File: src/hw/rtl/brcs_pkg.sv
`default_nettype none

package brcs_pkg;

  // field widths
  localparam int PIX_W      = 10;
  localparam int VAL_W      = PIX_W - 2;
  localparam int COORD_W    = 12;
  localparam int ORDER_W    = 2;
  localparam int BLC_W      = 8;
  localparam int SUM_W      = 30;
  localparam int CNT_W      = 23;
  localparam int AVG_W      = 16;

  // configuration port
  localparam int CFG_IDX_W  = 3;
  localparam int CFG_DATA_W = 12;

  localparam logic [CFG_IDX_W-1:0] REG_ROI_LEFT    = 3'd0;
  localparam logic [CFG_IDX_W-1:0] REG_ROI_TOP     = 3'd1;
  localparam logic [CFG_IDX_W-1:0] REG_ROI_RIGHT   = 3'd2;
  localparam logic [CFG_IDX_W-1:0] REG_ROI_BOTTOM  = 3'd3;
  localparam logic [CFG_IDX_W-1:0] REG_BAYER_ORDER = 3'd4;
  localparam logic [CFG_IDX_W-1:0] REG_BLACK_LEVEL = 3'd5;

  // accumulator limits
  localparam logic [SUM_W-1:0] SUM_MAX = {SUM_W{1'b1}};
  localparam logic [CNT_W-1:0] CNT_MAX = {CNT_W{1'b1}};

  // pixel item queue between classifier and accumulator
  localparam int QUEUE_DEPTH = 4;
  localparam int QUEUE_AW    = $clog2(QUEUE_DEPTH);

  // colour channel of a quad position
  typedef enum logic [1:0] {
    CH_RED     = 2'd0,
    CH_GREEN_R = 2'd1,
    CH_GREEN_B = 2'd2,
    CH_BLUE    = 2'd3
  } chan_t;

  // classified pixel item
  typedef struct packed {
    logic [VAL_W-1:0] value;
    chan_t            chan;
    logic             in_roi;
    logic             quad;
    logic             eof;
  } pix_item_t;

  // frame totals handed to the statistics unit
  typedef struct packed {
    logic [SUM_W-1:0] sum_red;
    logic [SUM_W-1:0] sum_green_r;
    logic [SUM_W-1:0] sum_green_b;
    logic [SUM_W-1:0] sum_blue;
    logic [CNT_W-1:0] quad_count;
  } frame_sums_t;

  // one statistics result
  typedef struct packed {
    logic [AVG_W-1:0] avg_red;
    logic [AVG_W-1:0] avg_green_r;
    logic [AVG_W-1:0] avg_green_b;
    logic [AVG_W-1:0] avg_blue;
    logic [AVG_W-1:0] avg_green;
    logic [AVG_W-1:0] luma;
    logic [AVG_W-1:0] red_gain;
    logic [AVG_W-1:0] blue_gain;
    logic [CNT_W-1:0] quad_count;
    logic             gains_valid;
    logic             roi_empty;
  } stats_result_t;

endpackage

`default_nettype wire

File: src/hw/rtl/brcs_front.sv
`default_nettype none

module brcs_front (
  input  wire logic                            rst_n,
  input  wire logic                            in_valid,
  output logic                                 in_stall,
  input  wire logic [brcs_pkg::PIX_W-1:0]      raw_pixel,
  input  wire logic [brcs_pkg::COORD_W-1:0]    column,
  input  wire logic [brcs_pkg::COORD_W-1:0]    row,
  input  wire logic                            end_of_frame,
  input  wire logic [brcs_pkg::COORD_W-1:0]    roi_left,
  input  wire logic [brcs_pkg::COORD_W-1:0]    roi_top,
  input  wire logic [brcs_pkg::COORD_W-1:0]    roi_right,
  input  wire logic [brcs_pkg::COORD_W-1:0]    roi_bottom,
  input  wire logic [brcs_pkg::ORDER_W-1:0]    bayer_order,
  input  wire logic                            q_full,
  output logic                                 q_push,
  output brcs_pkg::pix_item_t                  q_item
);
  import brcs_pkg::*;

  logic               col_ok;
  logic               row_ok;
  logic [ORDER_W-1:0] pos;

  // take an item whenever the queue has room and reset is released
  assign in_stall = q_full || !rst_n;
  assign q_push   = in_valid && !in_stall;

  // region test: left/top bound on the pixel, right/bottom on the quad start
  always_comb begin
    col_ok = (column >= roi_left) && ({column[COORD_W-1:1], 1'b0} < roi_right);
    row_ok = (row >= roi_top) && ({row[COORD_W-1:1], 1'b0} < roi_bottom);
    pos    = {row[0], column[0]} ^ bayer_order;
  end

  // classified item
  always_comb begin
    q_item.value  = raw_pixel[PIX_W-1:PIX_W-VAL_W];
    q_item.chan   = chan_t'(pos);
    q_item.in_roi = col_ok && row_ok;
    q_item.quad   = !column[0] && !row[0];
    q_item.eof    = end_of_frame;
  end

endmodule

`default_nettype wire

File: src/hw/rtl/brcs_queue.sv
`default_nettype none

module brcs_queue (
  input  wire logic                  clk,
  input  wire logic                  rst_n,
  input  wire logic                  push,
  input  wire brcs_pkg::pix_item_t   push_item,
  output logic                       full,
  input  wire logic                  pop,
  output brcs_pkg::pix_item_t        head_item,
  output logic                       head_valid
);
  import brcs_pkg::*;

  pix_item_t           mem_r [QUEUE_DEPTH];
  logic [QUEUE_AW-1:0] wr_ptr_r, wr_ptr_nxt;
  logic [QUEUE_AW-1:0] rd_ptr_r, rd_ptr_nxt;
  logic [QUEUE_AW:0]   count_r, count_nxt;

  assign full       = (count_r == (QUEUE_AW+1)'(QUEUE_DEPTH));
  assign head_valid = (count_r != '0);
  assign head_item  = mem_r[rd_ptr_r];

  // pointer and fill count update
  always_comb begin
    wr_ptr_nxt = wr_ptr_r;
    rd_ptr_nxt = rd_ptr_r;
    count_nxt  = count_r;
    if (push) begin
      wr_ptr_nxt = wr_ptr_r + 1'b1;
    end
    if (pop) begin
      rd_ptr_nxt = rd_ptr_r + 1'b1;
    end
    priority if (push && !pop) begin
      count_nxt = count_r + 1'b1;
    end else if (pop && !push) begin
      count_nxt = count_r - 1'b1;
    end else begin
      count_nxt = count_r;
    end
  end

  always_ff @(posedge clk) begin
    if (!rst_n) begin
      wr_ptr_r <= '0;
      rd_ptr_r <= '0;
      count_r  <= '0;
    end else begin
      wr_ptr_r <= wr_ptr_nxt;
      rd_ptr_r <= rd_ptr_nxt;
      count_r  <= count_nxt;
    end
  end

  // item storage
  always_ff @(posedge clk) begin
    if (push) begin
      mem_r[wr_ptr_r] <= push_item;
    end
  end

endmodule

`default_nettype wire

File: src/hw/rtl/brcs_accum.sv
`default_nettype none

module brcs_accum (
  input  wire logic                  clk,
  input  wire logic                  rst_n,
  input  wire logic                  q_valid,
  input  wire brcs_pkg::pix_item_t   q_item,
  output logic                       q_pop,
  input  wire logic                  st_busy,
  output logic                       st_start,
  output brcs_pkg::frame_sums_t      st_sums
);
  import brcs_pkg::*;

  logic [SUM_W-1:0] red_r, red_nxt;
  logic [SUM_W-1:0] gr_r, gr_nxt;
  logic [SUM_W-1:0] gb_r, gb_nxt;
  logic [SUM_W-1:0] blue_r, blue_nxt;
  logic [CNT_W-1:0] cnt_r, cnt_nxt;
  logic             add_en;

  function automatic logic [SUM_W-1:0] sat_add(input logic [SUM_W-1:0] acc,
                                               input logic [VAL_W-1:0] v);
    logic [SUM_W:0] s;
    s = {1'b0, acc} + (SUM_W+1)'(v);
    return s[SUM_W] ? SUM_MAX : s[SUM_W-1:0];
  endfunction

  // an end-of-frame item waits until the statistics unit is free
  assign q_pop    = q_valid && !(q_item.eof && st_busy);
  assign st_start = q_pop && q_item.eof;
  assign add_en   = q_pop && q_item.in_roi;

  // updated totals including the current item
  always_comb begin
    st_sums.sum_red     = red_r;
    st_sums.sum_green_r = gr_r;
    st_sums.sum_green_b = gb_r;
    st_sums.sum_blue    = blue_r;
    st_sums.quad_count  = cnt_r;
    if (add_en) begin
      unique case (q_item.chan)
        CH_RED:     st_sums.sum_red     = sat_add(red_r, q_item.value);
        CH_GREEN_R: st_sums.sum_green_r = sat_add(gr_r, q_item.value);
        CH_GREEN_B: st_sums.sum_green_b = sat_add(gb_r, q_item.value);
        CH_BLUE:    st_sums.sum_blue    = sat_add(blue_r, q_item.value);
      endcase
      if (q_item.quad && (cnt_r != CNT_MAX)) begin
        st_sums.quad_count = cnt_r + 1'b1;
      end
    end
  end

  // clear after the frame totals are handed over
  always_comb begin
    if (st_start) begin
      red_nxt  = '0;
      gr_nxt   = '0;
      gb_nxt   = '0;
      blue_nxt = '0;
      cnt_nxt  = '0;
    end else begin
      red_nxt  = st_sums.sum_red;
      gr_nxt   = st_sums.sum_green_r;
      gb_nxt   = st_sums.sum_green_b;
      blue_nxt = st_sums.sum_blue;
      cnt_nxt  = st_sums.quad_count;
    end
  end

  always_ff @(posedge clk) begin
    if (!rst_n) begin
      red_r  <= '0;
      gr_r   <= '0;
      gb_r   <= '0;
      blue_r <= '0;
      cnt_r  <= '0;
    end else begin
      red_r  <= red_nxt;
      gr_r   <= gr_nxt;
      gb_r   <= gb_nxt;
      blue_r <= blue_nxt;
      cnt_r  <= cnt_nxt;
    end
  end

endmodule

`default_nettype wire

File: src/hw/rtl/brcs_stats.sv
`default_nettype none

module brcs_stats (
  input  wire logic                          clk,
  input  wire logic                          rst_n,
  input  wire logic                          start,
  input  wire brcs_pkg::frame_sums_t         sums,
  input  wire logic [brcs_pkg::BLC_W-1:0]    black_level,
  output logic                               busy,
  output logic                               out_valid,
  input  wire logic                          out_stall,
  output brcs_pkg::stats_result_t            result
);
  import brcs_pkg::*;

  localparam int GSUM_W      = SUM_W + 1;
  localparam int BLC_CNT_W   = BLC_W + CNT_W;
  localparam int CMP_W       = BLC_CNT_W + 2;
  localparam int DVS_W       = GSUM_W;
  localparam int AVG_SHIFT   = 8;
  localparam int GREEN_SHIFT = 7;
  localparam int GAIN_SHIFT  = 10;
  localparam int DVD_W       = SUM_W + GAIN_SHIFT + 1;
  localparam int STEP_W      = 6;
  localparam int NUM_JOBS    = 7;
  localparam int JOB_W       = 3;
  localparam int LUMA_SHIFT  = 10;
  localparam int LUMA_ACC_W  = AVG_W + LUMA_SHIFT;
  localparam int LUMA_WR     = 306;
  localparam int LUMA_WG     = 601;
  localparam int LUMA_WB     = 117;
  localparam int LUMA_RND    = 512;

  localparam logic [JOB_W-1:0] JOB_RED        = 3'd0;
  localparam logic [JOB_W-1:0] JOB_GREEN_R    = 3'd1;
  localparam logic [JOB_W-1:0] JOB_GREEN_B    = 3'd2;
  localparam logic [JOB_W-1:0] JOB_BLUE       = 3'd3;
  localparam logic [JOB_W-1:0] JOB_GREEN      = 3'd4;
  localparam logic [JOB_W-1:0] JOB_RED_GAIN   = 3'd5;
  localparam logic [JOB_W-1:0] JOB_BLUE_GAIN  = 3'd6;

  typedef enum logic [8:0] {
    ST_IDLE   = 9'b000000001,
    ST_BLC    = 9'b000000010,
    ST_PREP   = 9'b000000100,
    ST_LOAD   = 9'b000001000,
    ST_DIV    = 9'b000010000,
    ST_LUMA_R = 9'b000100000,
    ST_LUMA_G = 9'b001000000,
    ST_LUMA_B = 9'b010000000,
    ST_DONE   = 9'b100000000
  } state_t;

  state_t                state_r, state_nxt;
  logic                  out_valid_r, out_valid_nxt;
  frame_sums_t           sums_r, sums_nxt;
  logic [GSUM_W-1:0]     gsum_r, gsum_nxt;
  logic [BLC_CNT_W-1:0]  blc_cnt_r, blc_cnt_nxt;
  logic [DVS_W-1:0]      den_r, den_nxt;
  logic                  gain_ok_r, gain_ok_nxt;
  logic                  red_pos_r, red_pos_nxt;
  logic                  blue_pos_r, blue_pos_nxt;
  logic [SUM_W-1:0]      red_diff_r, red_diff_nxt;
  logic [SUM_W-1:0]      blue_diff_r, blue_diff_nxt;
  logic [JOB_W-1:0]      job_r, job_nxt;
  logic [STEP_W-1:0]     step_r, step_nxt;
  logic [DVD_W-1:0]      dvd_r, dvd_nxt;
  logic [DVS_W-1:0]      dvs_r, dvs_nxt;
  logic [DVS_W-1:0]      rem_r, rem_nxt;
  logic [AVG_W-1:0]      quo_r, quo_nxt;
  logic                  ovf_r, ovf_nxt;
  logic [AVG_W-1:0]      res_r [NUM_JOBS];
  logic [AVG_W-1:0]      res_nxt [NUM_JOBS];
  logic [LUMA_ACC_W-1:0] luma_acc_r, luma_acc_nxt;
  stats_result_t         out_r, out_nxt;

  logic                  cnt_zero;
  logic [DVS_W:0]        rem_sh;
  logic                  sub_ok;
  logic [DVS_W:0]        rem_sub;
  logic                  force_zero;
  logic [CMP_W-1:0]      two_blc;

  assign busy      = (state_r != ST_IDLE);
  assign out_valid = out_valid_r;
  assign result    = out_r;
  assign cnt_zero  = (sums_r.quad_count == '0);
  assign two_blc   = CMP_W'({blc_cnt_r, 1'b0});

  // one restoring division step
  always_comb begin
    rem_sh  = {rem_r, dvd_r[DVD_W-1]};
    sub_ok  = (rem_sh >= {1'b0, dvs_r});
    rem_sub = rem_sh - {1'b0, dvs_r};
  end

  // results that read zero regardless of the quotient
  always_comb begin
    force_zero = cnt_zero;
    if ((job_r == JOB_RED_GAIN) && !(gain_ok_r && red_pos_r)) begin
      force_zero = 1'b1;
    end
    if ((job_r == JOB_BLUE_GAIN) && !(gain_ok_r && blue_pos_r)) begin
      force_zero = 1'b1;
    end
  end

  // sequencer
  always_comb begin
    state_nxt     = state_r;
    out_valid_nxt = out_valid_r;
    sums_nxt      = sums_r;
    gsum_nxt      = gsum_r;
    blc_cnt_nxt   = blc_cnt_r;
    den_nxt       = den_r;
    gain_ok_nxt   = gain_ok_r;
    red_pos_nxt   = red_pos_r;
    blue_pos_nxt  = blue_pos_r;
    red_diff_nxt  = red_diff_r;
    blue_diff_nxt = blue_diff_r;
    job_nxt       = job_r;
    step_nxt      = step_r;
    dvd_nxt       = dvd_r;
    dvs_nxt       = dvs_r;
    rem_nxt       = rem_r;
    quo_nxt       = quo_r;
    ovf_nxt       = ovf_r;
    res_nxt       = res_r;
    luma_acc_nxt  = luma_acc_r;
    out_nxt       = out_r;

    if (out_valid_r && !out_stall) begin
      out_valid_nxt = 1'b0;
    end

    unique case (state_r)
      ST_IDLE: begin
        if (start) begin
          sums_nxt  = sums;
          state_nxt = ST_BLC;
        end
      end

      // black level times quad count, green total
      ST_BLC: begin
        blc_cnt_nxt = BLC_CNT_W'(black_level) * BLC_CNT_W'(sums_r.quad_count);
        gsum_nxt    = GSUM_W'(sums_r.sum_green_r) + GSUM_W'(sums_r.sum_green_b);
        state_nxt   = ST_PREP;
      end

      // gain denominators and numerators
      ST_PREP: begin
        gain_ok_nxt   = (CMP_W'(gsum_r) > two_blc) && !cnt_zero;
        den_nxt       = DVS_W'(CMP_W'(gsum_r) - two_blc);
        red_pos_nxt   = CMP_W'(sums_r.sum_red) > CMP_W'(blc_cnt_r);
        blue_pos_nxt  = CMP_W'(sums_r.sum_blue) > CMP_W'(blc_cnt_r);
        red_diff_nxt  = SUM_W'(CMP_W'(sums_r.sum_red) - CMP_W'(blc_cnt_r));
        blue_diff_nxt = SUM_W'(CMP_W'(sums_r.sum_blue) - CMP_W'(blc_cnt_r));
        job_nxt       = JOB_RED;
        state_nxt     = ST_LOAD;
      end

      // operands of the next division
      ST_LOAD: begin
        dvs_nxt = DVS_W'(sums_r.quad_count);
        unique case (job_r)
          JOB_RED:       dvd_nxt = DVD_W'({sums_r.sum_red, {AVG_SHIFT{1'b0}}});
          JOB_GREEN_R:   dvd_nxt = DVD_W'({sums_r.sum_green_r, {AVG_SHIFT{1'b0}}});
          JOB_GREEN_B:   dvd_nxt = DVD_W'({sums_r.sum_green_b, {AVG_SHIFT{1'b0}}});
          JOB_BLUE:      dvd_nxt = DVD_W'({sums_r.sum_blue, {AVG_SHIFT{1'b0}}});
          JOB_GREEN:     dvd_nxt = DVD_W'({gsum_r, {GREEN_SHIFT{1'b0}}});
          JOB_RED_GAIN: begin
            dvd_nxt = DVD_W'({red_diff_r, {GAIN_SHIFT{1'b0}}}) + DVD_W'(den_r >> 1);
            dvs_nxt = den_r;
          end
          JOB_BLUE_GAIN: begin
            dvd_nxt = DVD_W'({blue_diff_r, {GAIN_SHIFT{1'b0}}}) + DVD_W'(den_r >> 1);
            dvs_nxt = den_r;
          end
          default:       dvd_nxt = '0;
        endcase
        rem_nxt   = '0;
        quo_nxt   = '0;
        ovf_nxt   = 1'b0;
        step_nxt  = STEP_W'(DVD_W - 1);
        state_nxt = ST_DIV;
      end

      // one quotient bit per cycle, saturating at the output width
      ST_DIV: begin
        dvd_nxt = {dvd_r[DVD_W-2:0], 1'b0};
        rem_nxt = sub_ok ? rem_sub[DVS_W-1:0] : rem_sh[DVS_W-1:0];
        quo_nxt = {quo_r[AVG_W-2:0], sub_ok};
        ovf_nxt = ovf_r || quo_r[AVG_W-1];
        if (step_r == '0) begin
          if (force_zero) begin
            res_nxt[job_r] = '0;
          end else if (ovf_nxt) begin
            res_nxt[job_r] = {AVG_W{1'b1}};
          end else begin
            res_nxt[job_r] = quo_nxt;
          end
          if (job_r == JOB_BLUE_GAIN) begin
            state_nxt = ST_LUMA_R;
          end else begin
            job_nxt   = job_r + 1'b1;
            state_nxt = ST_LOAD;
          end
        end else begin
          step_nxt = step_r - 1'b1;
        end
      end

      // luma, one weighted term per cycle
      ST_LUMA_R: begin
        luma_acc_nxt = LUMA_ACC_W'(res_r[JOB_RED]) * LUMA_ACC_W'(LUMA_WR);
        state_nxt    = ST_LUMA_G;
      end

      ST_LUMA_G: begin
        luma_acc_nxt = luma_acc_r + LUMA_ACC_W'(res_r[JOB_GREEN]) * LUMA_ACC_W'(LUMA_WG);
        state_nxt    = ST_LUMA_B;
      end

      ST_LUMA_B: begin
        luma_acc_nxt = luma_acc_r + LUMA_ACC_W'(res_r[JOB_BLUE]) * LUMA_ACC_W'(LUMA_WB)
                       + LUMA_ACC_W'(LUMA_RND);
        state_nxt    = ST_DONE;
      end

      // hand over to the output register once it is free
      ST_DONE: begin
        if (!out_valid_r || !out_stall) begin
          out_nxt.avg_red     = res_r[JOB_RED];
          out_nxt.avg_green_r = res_r[JOB_GREEN_R];
          out_nxt.avg_green_b = res_r[JOB_GREEN_B];
          out_nxt.avg_blue    = res_r[JOB_BLUE];
          out_nxt.avg_green   = res_r[JOB_GREEN];
          out_nxt.luma        = luma_acc_r[LUMA_ACC_W-1:LUMA_SHIFT];
          out_nxt.red_gain    = res_r[JOB_RED_GAIN];
          out_nxt.blue_gain   = res_r[JOB_BLUE_GAIN];
          out_nxt.quad_count  = sums_r.quad_count;
          out_nxt.gains_valid = gain_ok_r;
          out_nxt.roi_empty   = cnt_zero;
          out_valid_nxt       = 1'b1;
          state_nxt           = ST_IDLE;
        end
      end

      default: begin
        state_nxt = ST_IDLE;
      end
    endcase
  end

  always_ff @(posedge clk) begin
    if (!rst_n) begin
      state_r     <= ST_IDLE;
      out_valid_r <= 1'b0;
    end else begin
      state_r     <= state_nxt;
      out_valid_r <= out_valid_nxt;
    end
  end

  // datapath registers
  always_ff @(posedge clk) begin
    sums_r      <= sums_nxt;
    gsum_r      <= gsum_nxt;
    blc_cnt_r   <= blc_cnt_nxt;
    den_r       <= den_nxt;
    gain_ok_r   <= gain_ok_nxt;
    red_pos_r   <= red_pos_nxt;
    blue_pos_r  <= blue_pos_nxt;
    red_diff_r  <= red_diff_nxt;
    blue_diff_r <= blue_diff_nxt;
    job_r       <= job_nxt;
    step_r      <= step_nxt;
    dvd_r       <= dvd_nxt;
    dvs_r       <= dvs_nxt;
    rem_r       <= rem_nxt;
    quo_r       <= quo_nxt;
    ovf_r       <= ovf_nxt;
    res_r       <= res_nxt;
    luma_acc_r  <= luma_acc_nxt;
    out_r       <= out_nxt;
  end

endmodule

`default_nettype wire

File: src/hw/rtl/bayer_roi_color_statistics_core.sv
// Bayer region-of-interest colour statistics for white balance.
// Input channel: one raw pixel per item with its column and row, in any
// order; end_of_frame on an item closes the frame after that pixel.
// Pixels are taken at one per cycle while the queue has room. A classifier
// writes each item into a four-entry queue; the accumulator drains one item
// per cycle into the R, Gr, Gb and B sums and the quad count.
// An end-of-frame item hands the totals to the statistics unit and clears
// the sums; pixels of the next frame keep flowing meanwhile. The unit runs
// seven 41-step bit-serial divisions plus luma weighting before its result
// goes to the output register. A further end-of-frame item waits in the
// queue while that unit is busy.
// Result channel: one item per frame from an output register; while the
// receiver stalls it holds, and the unit may already work on the next frame.
// Configuration: write roi bounds, bayer order and black level through the
// cfg port while the block is idle.
// Reset (synchronous, rst_n low): configuration and sums clear, queue and
// output empty.
`default_nettype none

module bayer_roi_color_statistics_core (
  input  wire logic                             clk,
  input  wire logic                             rst_n,
  input  wire logic                             in_valid,
  output logic                                  in_stall,
  input  wire logic [brcs_pkg::PIX_W-1:0]       in_raw_pixel,
  input  wire logic [brcs_pkg::COORD_W-1:0]     in_column,
  input  wire logic [brcs_pkg::COORD_W-1:0]     in_row,
  input  wire logic                             in_end_of_frame,
  output logic                                  out_valid,
  input  wire logic                             out_stall,
  output logic [brcs_pkg::AVG_W-1:0]            out_avg_red,
  output logic [brcs_pkg::AVG_W-1:0]            out_avg_green_r,
  output logic [brcs_pkg::AVG_W-1:0]            out_avg_green_b,
  output logic [brcs_pkg::AVG_W-1:0]            out_avg_blue,
  output logic [brcs_pkg::AVG_W-1:0]            out_avg_green,
  output logic [brcs_pkg::AVG_W-1:0]            out_luma,
  output logic [brcs_pkg::AVG_W-1:0]            out_red_gain,
  output logic [brcs_pkg::AVG_W-1:0]            out_blue_gain,
  output logic [brcs_pkg::CNT_W-1:0]            out_quad_count,
  output logic                                  out_gains_valid,
  output logic                                  out_roi_empty,
  input  wire logic                             cfg_we,
  input  wire logic [brcs_pkg::CFG_IDX_W-1:0]   cfg_index,
  input  wire logic [brcs_pkg::CFG_DATA_W-1:0]  cfg_data
);
  import brcs_pkg::*;

  logic [COORD_W-1:0] roi_left_r, roi_left_nxt;
  logic [COORD_W-1:0] roi_top_r, roi_top_nxt;
  logic [COORD_W-1:0] roi_right_r, roi_right_nxt;
  logic [COORD_W-1:0] roi_bottom_r, roi_bottom_nxt;
  logic [ORDER_W-1:0] bayer_order_r, bayer_order_nxt;
  logic [BLC_W-1:0]   black_level_r, black_level_nxt;

  logic          q_push;
  logic          q_full;
  pix_item_t     q_in_item;
  logic          q_pop;
  logic          q_valid;
  pix_item_t     q_head;
  logic          st_start;
  logic          st_busy;
  frame_sums_t   st_sums;
  stats_result_t st_result;

  // configuration registers
  always_comb begin
    roi_left_nxt    = roi_left_r;
    roi_top_nxt     = roi_top_r;
    roi_right_nxt   = roi_right_r;
    roi_bottom_nxt  = roi_bottom_r;
    bayer_order_nxt = bayer_order_r;
    black_level_nxt = black_level_r;
    if (cfg_we) begin
      unique case (cfg_index)
        REG_ROI_LEFT:    roi_left_nxt    = cfg_data[COORD_W-1:0];
        REG_ROI_TOP:     roi_top_nxt     = cfg_data[COORD_W-1:0];
        REG_ROI_RIGHT:   roi_right_nxt   = cfg_data[COORD_W-1:0];
        REG_ROI_BOTTOM:  roi_bottom_nxt  = cfg_data[COORD_W-1:0];
        REG_BAYER_ORDER: bayer_order_nxt = cfg_data[ORDER_W-1:0];
        REG_BLACK_LEVEL: black_level_nxt = cfg_data[BLC_W-1:0];
        default: begin
        end
      endcase
    end
  end

  always_ff @(posedge clk) begin
    if (!rst_n) begin
      roi_left_r    <= '0;
      roi_top_r     <= '0;
      roi_right_r   <= '0;
      roi_bottom_r  <= '0;
      bayer_order_r <= '0;
      black_level_r <= '0;
    end else begin
      roi_left_r    <= roi_left_nxt;
      roi_top_r     <= roi_top_nxt;
      roi_right_r   <= roi_right_nxt;
      roi_bottom_r  <= roi_bottom_nxt;
      bayer_order_r <= bayer_order_nxt;
      black_level_r <= black_level_nxt;
    end
  end

  // classifier
  brcs_front u_front (
    .rst_n        (rst_n),
    .in_valid     (in_valid),
    .in_stall     (in_stall),
    .raw_pixel    (in_raw_pixel),
    .column       (in_column),
    .row          (in_row),
    .end_of_frame (in_end_of_frame),
    .roi_left     (roi_left_r),
    .roi_top      (roi_top_r),
    .roi_right    (roi_right_r),
    .roi_bottom   (roi_bottom_r),
    .bayer_order  (bayer_order_r),
    .q_full       (q_full),
    .q_push       (q_push),
    .q_item       (q_in_item)
  );

  // item queue
  brcs_queue u_queue (
    .clk        (clk),
    .rst_n      (rst_n),
    .push       (q_push),
    .push_item  (q_in_item),
    .full       (q_full),
    .pop        (q_pop),
    .head_item  (q_head),
    .head_valid (q_valid)
  );

  // channel sums
  brcs_accum u_accum (
    .clk      (clk),
    .rst_n    (rst_n),
    .q_valid  (q_valid),
    .q_item   (q_head),
    .q_pop    (q_pop),
    .st_busy  (st_busy),
    .st_start (st_start),
    .st_sums  (st_sums)
  );

  // per-frame averages and gains
  brcs_stats u_stats (
    .clk         (clk),
    .rst_n       (rst_n),
    .start       (st_start),
    .sums        (st_sums),
    .black_level (black_level_r),
    .busy        (st_busy),
    .out_valid   (out_valid),
    .out_stall   (out_stall),
    .result      (st_result)
  );

  assign out_avg_red     = st_result.avg_red;
  assign out_avg_green_r = st_result.avg_green_r;
  assign out_avg_green_b = st_result.avg_green_b;
  assign out_avg_blue    = st_result.avg_blue;
  assign out_avg_green   = st_result.avg_green;
  assign out_luma        = st_result.luma;
  assign out_red_gain    = st_result.red_gain;
  assign out_blue_gain   = st_result.blue_gain;
  assign out_quad_count  = st_result.quad_count;
  assign out_gains_valid = st_result.gains_valid;
  assign out_roi_empty   = st_result.roi_empty;

  // frame totals only go to an idle statistics unit
  a_start_idle: assert property (@(posedge clk) disable iff (!rst_n)
    st_start |-> !st_busy)
    else $error("frame totals handed over while statistics unit busy");

  // gains read zero when not valid
  a_gain_zero: assert property (@(posedge clk) disable iff (!rst_n)
    (out_valid && !out_gains_valid) |-> (out_red_gain == '0 && out_blue_gain == '0))
    else $error("gain non-zero while gains flagged invalid");

  // empty region gives zero statistics
  a_empty_zero: assert property (@(posedge clk) disable iff (!rst_n)
    (out_valid && out_roi_empty) |->
      (out_avg_red == '0 && out_avg_green == '0 && out_avg_blue == '0 &&
       out_luma == '0 && out_quad_count == '0 && !out_gains_valid))
    else $error("empty region reported with non-zero statistics");

endmodule

`default_nettype wire
File: config.mk
export PLATFORM = sky130hd
export DESIGN_NAME = bayer_roi_color_statistics_core
export DESIGN_NICKNAME = d
export VERILOG_FILES = /design/src/hw/rtl/brcs_pkg.sv /design/src/hw/rtl/brcs_front.sv /design/src/hw/rtl/brcs_queue.sv /design/src/hw/rtl/brcs_accum.sv /design/src/hw/rtl/brcs_stats.sv /design/src/hw/rtl/bayer_roi_color_statistics_core.sv
export SDC_FILE = /design/constraint.sdc
export NUM_CORES = 2
export LEC_CHECK = 0
export ABC_AREA = 0
export BUFFER_PORTS_ARGS = -buffer_cell sky130_fd_sc_hd__buf_4
export CAP_MARGIN = 20
export CORE_ASPECT_RATIO = 1.75
export CORE_MARGIN = 2
export CORE_UTILIZATION = 45
export CTS_CLUSTER_DIAMETER = 80
export DETAILED_ROUTE_END_ITERATION = 12
export MAX_ROUTING_LAYER = met4
export SYNTH_ARGS = -nofsm -noshare
export SYNTH_HDL_FRONTEND = slang
export SYNTH_HIERARCHICAL = 1
export SYNTH_SLANG_ARGS = --single-unit
File: constraint.sdc
create_clock -name clk -period 12.8 [get_ports clk]
set_clock_uncertainty 0.15 [all_clocks]
set_input_delay 2.56 -clock clk [delete_from_list [all_inputs] [get_ports clk]]
set_output_delay 2.56 -clock clk [all_outputs]
set_load 0.05 [all_outputs]
**Word level (Yosys, flattened, before mapping)**

Memory sizes are Yosys's and may differ from the RTL's. A register that Yosys moved wholly into a read port is not among the register bits.
Index checks and enable logic that the tools add are counted.
W data, S select, Z words.

- Memories: 1
- Word-level logic and storage cells: 231
- Register bits after elaboration: 937
- Output and inout bits: 155
- Memory bits (writable): 52
- Input bits: 55

- Add/subtract/negate cells: 21
- Magnitude comparators: 10
- Muxes and demuxes: 44
- Bitwise operators: 6
- $mul: 4
- Eq/ne operators: 31
- Reductions and logical operators: 58

Memories:

| name | depth | width | rd ports | clocked after memory_dff | write ports | RTL line | RTL |
|---|---|---|---|---|---|---|---|
| u_queue.mem_r | 4 | 13 | 1 | 1 | 1 | brcs_queue.sv:15 | `pix_item_t mem_r [QUEUE_DEPTH];` |

Operator list:

| cell | number |
|---|---|
| $pmux W41 S7 | 1 |
| $mux W30 | 8 |
| $mux W112 | 2 |
| $mux W143 | 1 |
| $add A30 B8 Y31 | 4 |
| $and A112 B112 Y112 | 1 |
| $bwmux W112 | 1 |
| $not A112 Y112 | 1 |
| $or A112 B112 Y112 | 1 |
| $add A40 B30 Y41 | 2 |
| $pmux W41 S2 | 1 |
| $pmux W9 S9 | 1 |
| $pmux W26 S3 | 1 |
| $gt A30 B31 Y1 | 2 |
| $pmux W31 S2 | 1 |
| $sub A31 B31 Y31 | 2 |
| $sub A30 B30 Y30 | 2 |
| $demux W16 S3 | 1 |
| $mux W23 | 2 |
| $ge A32 B31 Y1 | 1 |
| $gt A31 B32 Y1 | 1 |
| $pmux W16 S2 | 1 |
| $add A30 B30 Y31 | 1 |
| $mul A8 B23 Y31 | 1 |
| 58 further kinds | 134 |

**Longest topological paths before layout**

- Word-level depth: 8
- Mapped depth: 21
- Mapped depth without buffers: 20

**Cells and area by module**

The synthesis kept the hierarchy.

Modules (own cells, without submodules):

| module | area an instance (µm²) | cells an instance | sequential area each (µm²) | instances |
|---|---|---|---|---|
| brcs_stats | 49681.4 | 4402 | 21790.9 | 1 |
| brcs_accum | 8912.3 | 1099 | 2862.7 | 1 |
| brcs_queue | 2328.5 | 110 | 1741.7 | 1 |
| bayer_roi_color_statistics_core | 2130.8 | 206 | 1161.1 | 1 |
| brcs_front | 1233.7 | 167 | 0.0 | 1 |

**Least setup slack after synthesis**

OpenSTA, ideal clock, no wires.

- Kind: input -> register
- Start point: input port out_stall
- End point: register u_stats.out_r, in the netlist u_stats/result[0] (enable)
- Setup time: 0.716 ns
- Cell stages on the path: 1
- Data required time: 11.934 ns
- Arrival time: 9.935 ns
- Path buffers: 0
- Setup slack: 2.000 ns
- Cell sequence: a21oi_1

- Longest elaborated chain between the ends: 3

RTL lines:

| element | RTL line | RTL |
|---|---|---|
| start: declaration | bayer_roi_color_statistics_core.sv:30 | `input wire logic out_stall,` |
| $logic_not A1 Y1 | brcs_stats.sv:233 | `if (!out_valid_r \|\| !out_stall) begin` |
| $logic_or A1 B1 Y1 | brcs_stats.sv:233 |  |
| $reduce_and A2 Y1 (no line) | n/a |  |
| end signal: assignment | brcs_stats.sv:286 | `out_r <= out_nxt;` |
| end: declaration | brcs_stats.sv:75 | `stats_result_t out_r, out_nxt;` |

No other way between the ends.
A chain may end at the register's enable or synchronous reset.

**Worst setup path after layout**

- Start point: register black_level_r[6]
- End point: register u_stats.blc_cnt_r[28], data pin

- Longest elaborated chain between the ends: 1

RTL lines:

| element | RTL line | RTL |
|---|---|---|
| start: declaration | bayer_roi_color_statistics_core.sv:53 | `logic [BLC_W-1:0] black_level_r, black_level_nxt;` |
| start signal: assignment | bayer_roi_color_statistics_core.sv:102 | `black_level_r <= black_level_nxt;` |
| $mul A8 B23 Y31 | brcs_stats.sv:146 | `blc_cnt_nxt = BLC_CNT_W'(black_level) * BLC_CNT_W'(sums_r.quad_count);` |
| end signal: assignment | brcs_stats.sv:270 | `blc_cnt_r <= blc_cnt_nxt;` |
| end: declaration | brcs_stats.sv:58 | `logic [BLC_CNT_W-1:0] blc_cnt_r, blc_cnt_nxt;` |

No other way between the ends.

==> key figures <==
Global route
  • Vias in the first global route: 47620
  • GRT Util Overall: 0.2638
  • Largest net degree at the start of global routing: 153
  • Initial antenna violation count: 1
  • Global route total overflow: 0
  • First-pass GRT wire length: 281800 um

CTS
  • Htree depth: 3
  • CTS Hold Bufs: 0
  • Post_cts resized: 0
  • CTS root buf: clkbuf_16
  • Post-CTS Setup Bufs: 0
  • Num CTS Buffers: 99
  • CTS max path bufs: 3
  • Worst-Skew Late Latency: 0.74 ns
  • Clock transition at the registers of the reported paths: 0.07 ns
  • CTS tree: built
  • CTS Sinks: 991

Setup path
  • CP Cell Sequence: nand2_1 > fa_1 > fa_1 > fa_1 > fa_1 > inv_1 > ha_1 > a21oi_1 > o211ai_1 > a31o_2 > a21oi_1 > a41oi_1 > or2_2 > o31ai_1 > o2111ai_1 > a21oi_1 > xnor2_1
  • CP max stage cell: dfxtp_1
  • CP Class: flop to flop
  • CP peak stage delay: 0.99 ns
  • Startpoint types: flop
  • Arrival @ worst endpoint: 6.59 ns
  • CP endpoint kind: flop
  • Critical Path RT: 13.12 ns
  • Crit path max fanout: 24
  • Most frequent cell on the critical path: fa_1

Drt
  • Wire length on met3: 6553 um
  • Detailed Route WL: 188200 um
  • Highest Signal Layer: met4
  • DRT iter0 DRCs: 2427
  • Wl on met1: 64110 um
  • Routed wl met2: 102000 um
  • Routed wire length per instance: 23.27 um
  • Vias post-DR: 45880
  • DRT Pass-1 Iters: 5
  • Routed vias/inst: 5.674
  • Antenna Nets Post-Route: 0
  • DR DRC count: 0

Timing
  • Hold slack: 0.3006 ns
  • Final period util: 0.4899
  • Final Critical Period: 6.271 ns
  • TNS Setup: 0 ns
  • RSZ-0062 raised after global routing: false
  • Worst relative slew slack: 0.2537
  • Slew Limit Fails: 0
  • Finish-stage setup viols: 0
  • Maximum clock frequency: 159.5 MHz
  • Worst-Margin Slew: 1.119 ns
  • Final Hold Vio Count: 0

Synthesis
  • Post-Syn Area: 64290 um^2
  • Synthesized area per cell: 10.74 um^2
  • Ys Warns: 6
  • Main synth FF type: edfxtp_1
  • Syn Inst Count: 5984
  • Fraction of the yosys area taken by sequential cells: 0.4286
  • Largest family of logic cells by synthesized area: adder cells
  • Synth Register Bits: 991
  • Simple-gate share of the synthesized area: 0.1217
  • Async S/R FF share, synth: 0
  • Post-synthesis compound-gate area fraction: 0.1347
  • Post-synth top cells: edfxtp_1, inv_1, ha_1
  • Top cell type's share of synthesized area: 0.3601
  • Synth Area in Adders: 0.1929
  • Synth Area in XOR/XNOR: 0.04292
  • Netlist cell types: 99
  • Most frequent cell after synthesis: edfxtp_1
  • Top cells by area, synth: edfxtp_1, ha_1, fa_1
  • EDFF count, synth: 771
  • Syn_nets: 6864
  • Cell accounting for the most synthesized area: edfxtp_1
  • Mux contribution to synthesized area: 0.02666

Final layout
  • Area growth from synthesis to layout: 11.20%
  • Final cell area excluding filler cells: 71480 um^2
  • Multi-input gate area: 33450 um^2
  • Share of layout cells above drive strength 1: 0.08996
  • # fillers: 12900
  • Register Area: 27560 um^2
  • Final net count: 7032

Placement
  • Final HPWL DP: 148200 um
  • Final Wtd Congestion: 0.9569
  • # port buffers: 207
  • Cell Area, Placed: 67830 um^2

Floorplan
  • Top Ports: 210
  • Initial Util: 0.4528
  • Die area: 146000 um^2
  • Die Ht: 504.0 um
  • Row cnt: 183
  • Die X: 289.7 um
  • Core area: 142000 um^2

Worst hold path
  • Hold Crit Class: flop to flop

Pwr
  • Total leakage power: 30.03 nW
  • Power density over the cells: 134.8 nW/um^2
  • Peak supply drop: 0.0001523 V
  • Total Power: 9.634 mW

Run status
  • Status: complete, no violations

Run
  • Maxcap violations: 0
logic make-up after synthesis:
family,count (synthesis)
simple gates,1565
compound gates,1266
flops,991
buf+inv,874
fa+ha+maj,825
xor+xnor,315
mux,148
worst max-delay path: cells and delay by family, from the launching register on:
family / cells / cell delay, ns
AO/OA/AOI/OAI: 8 / 1.82
XOR/XNOR: 1 / 0.08
adder cells (fa/ha/maj): 5 / 2.37
buffers and inverters: 1 / 0.05
flip-flops: 1 / 0.99
AND/OR/NAND/NOR: 2 / 0.53
final timing paths:
path,start,to,slack (ns),depth (start not counted)
setup / recovery,black_level_r[6],u_stats/blc_cnt_r[28],6.53,17
hold / removal,u_stats/res_r[66],u_stats/result[107],0.30,0
setup reg to reg,black_level_r[6],u_stats/blc_cnt_r[28],6.53,17
hold reg to reg,u_stats/res_r[66],u_stats/result[107],0.30,0
state kept, by name, indices dropped and copies added, names as in the netlist, 41 cells and up, named ones only:
| name | count |
|---|---|
| u_stats/dvd_r | 41 |
| u_stats/res_r | 112 |
| u_queue/mem_r | 52 |
| u_stats/sums_r | 143 |
| u_stats/result | 153 |
per-stage QoR:
step	cells	setup WS, ns	utilization
4_1_cts	8078	6.486	0.5030
3_5_place_dp	7893	6.518	0.4778
6_report	8087	6.529	0.5035
5_1_grt	8087	6.210	0.5035
3_3_place_gp	7893	6.545	0.4778
2_1_floorplan	5984	2.000	-
cell usage in the layout, fill, tap and decap left out, drive strengths merged, types with 84 or more instances in the layout:
master | netlist | routed
a21o | 142 | 142
a21oi | 333 | 333
a22o | 124 | 124
and2 | 246 | 246
buf | 33 | 272
clkbuf | 172 | 116
dfxtp | 220 | 220
edfxtp | 771 | 771
fa | 277 | 277
ha | 548 | 548
inv | 669 | 680
mux2i | 88 | 88
nand2 | 513 | 513
nand3 | 105 | 105
nor2 | 259 | 259
nor3 | 84 | 84
o21ai | 183 | 183
xnor2 | 198 | 198
xor2 | 117 | 117
per-layer routing:
layer,vias to the layer above,GRT usage
met5,-,-
met4,0,0.1843
met3,495,0.02794
met2,1142,0.4865
met1,22560,0.2519
li1,21690,-
final cells by class:
cell class,count,area share
Timing Repair Buffer,272,0.02899
Inverter,669,0.03515
Tap cell,1850,0.03238
Sequential cell,991,0.3855
Clock inverter,69,0.01244
Antenna cell,1,0.00003501
Multi-Input combinational cell,4119,0.4679
Clock buffer,116,0.03761
report_power, final:
group          total, mW  internal, mW  switching (mW)
clock network       3.21          1.85            1.36
logic               2.22         0.859            1.36
registers           4.20          3.85           0.347
total               9.63          6.56            3.07
Power figures use the tool's default switching activity.
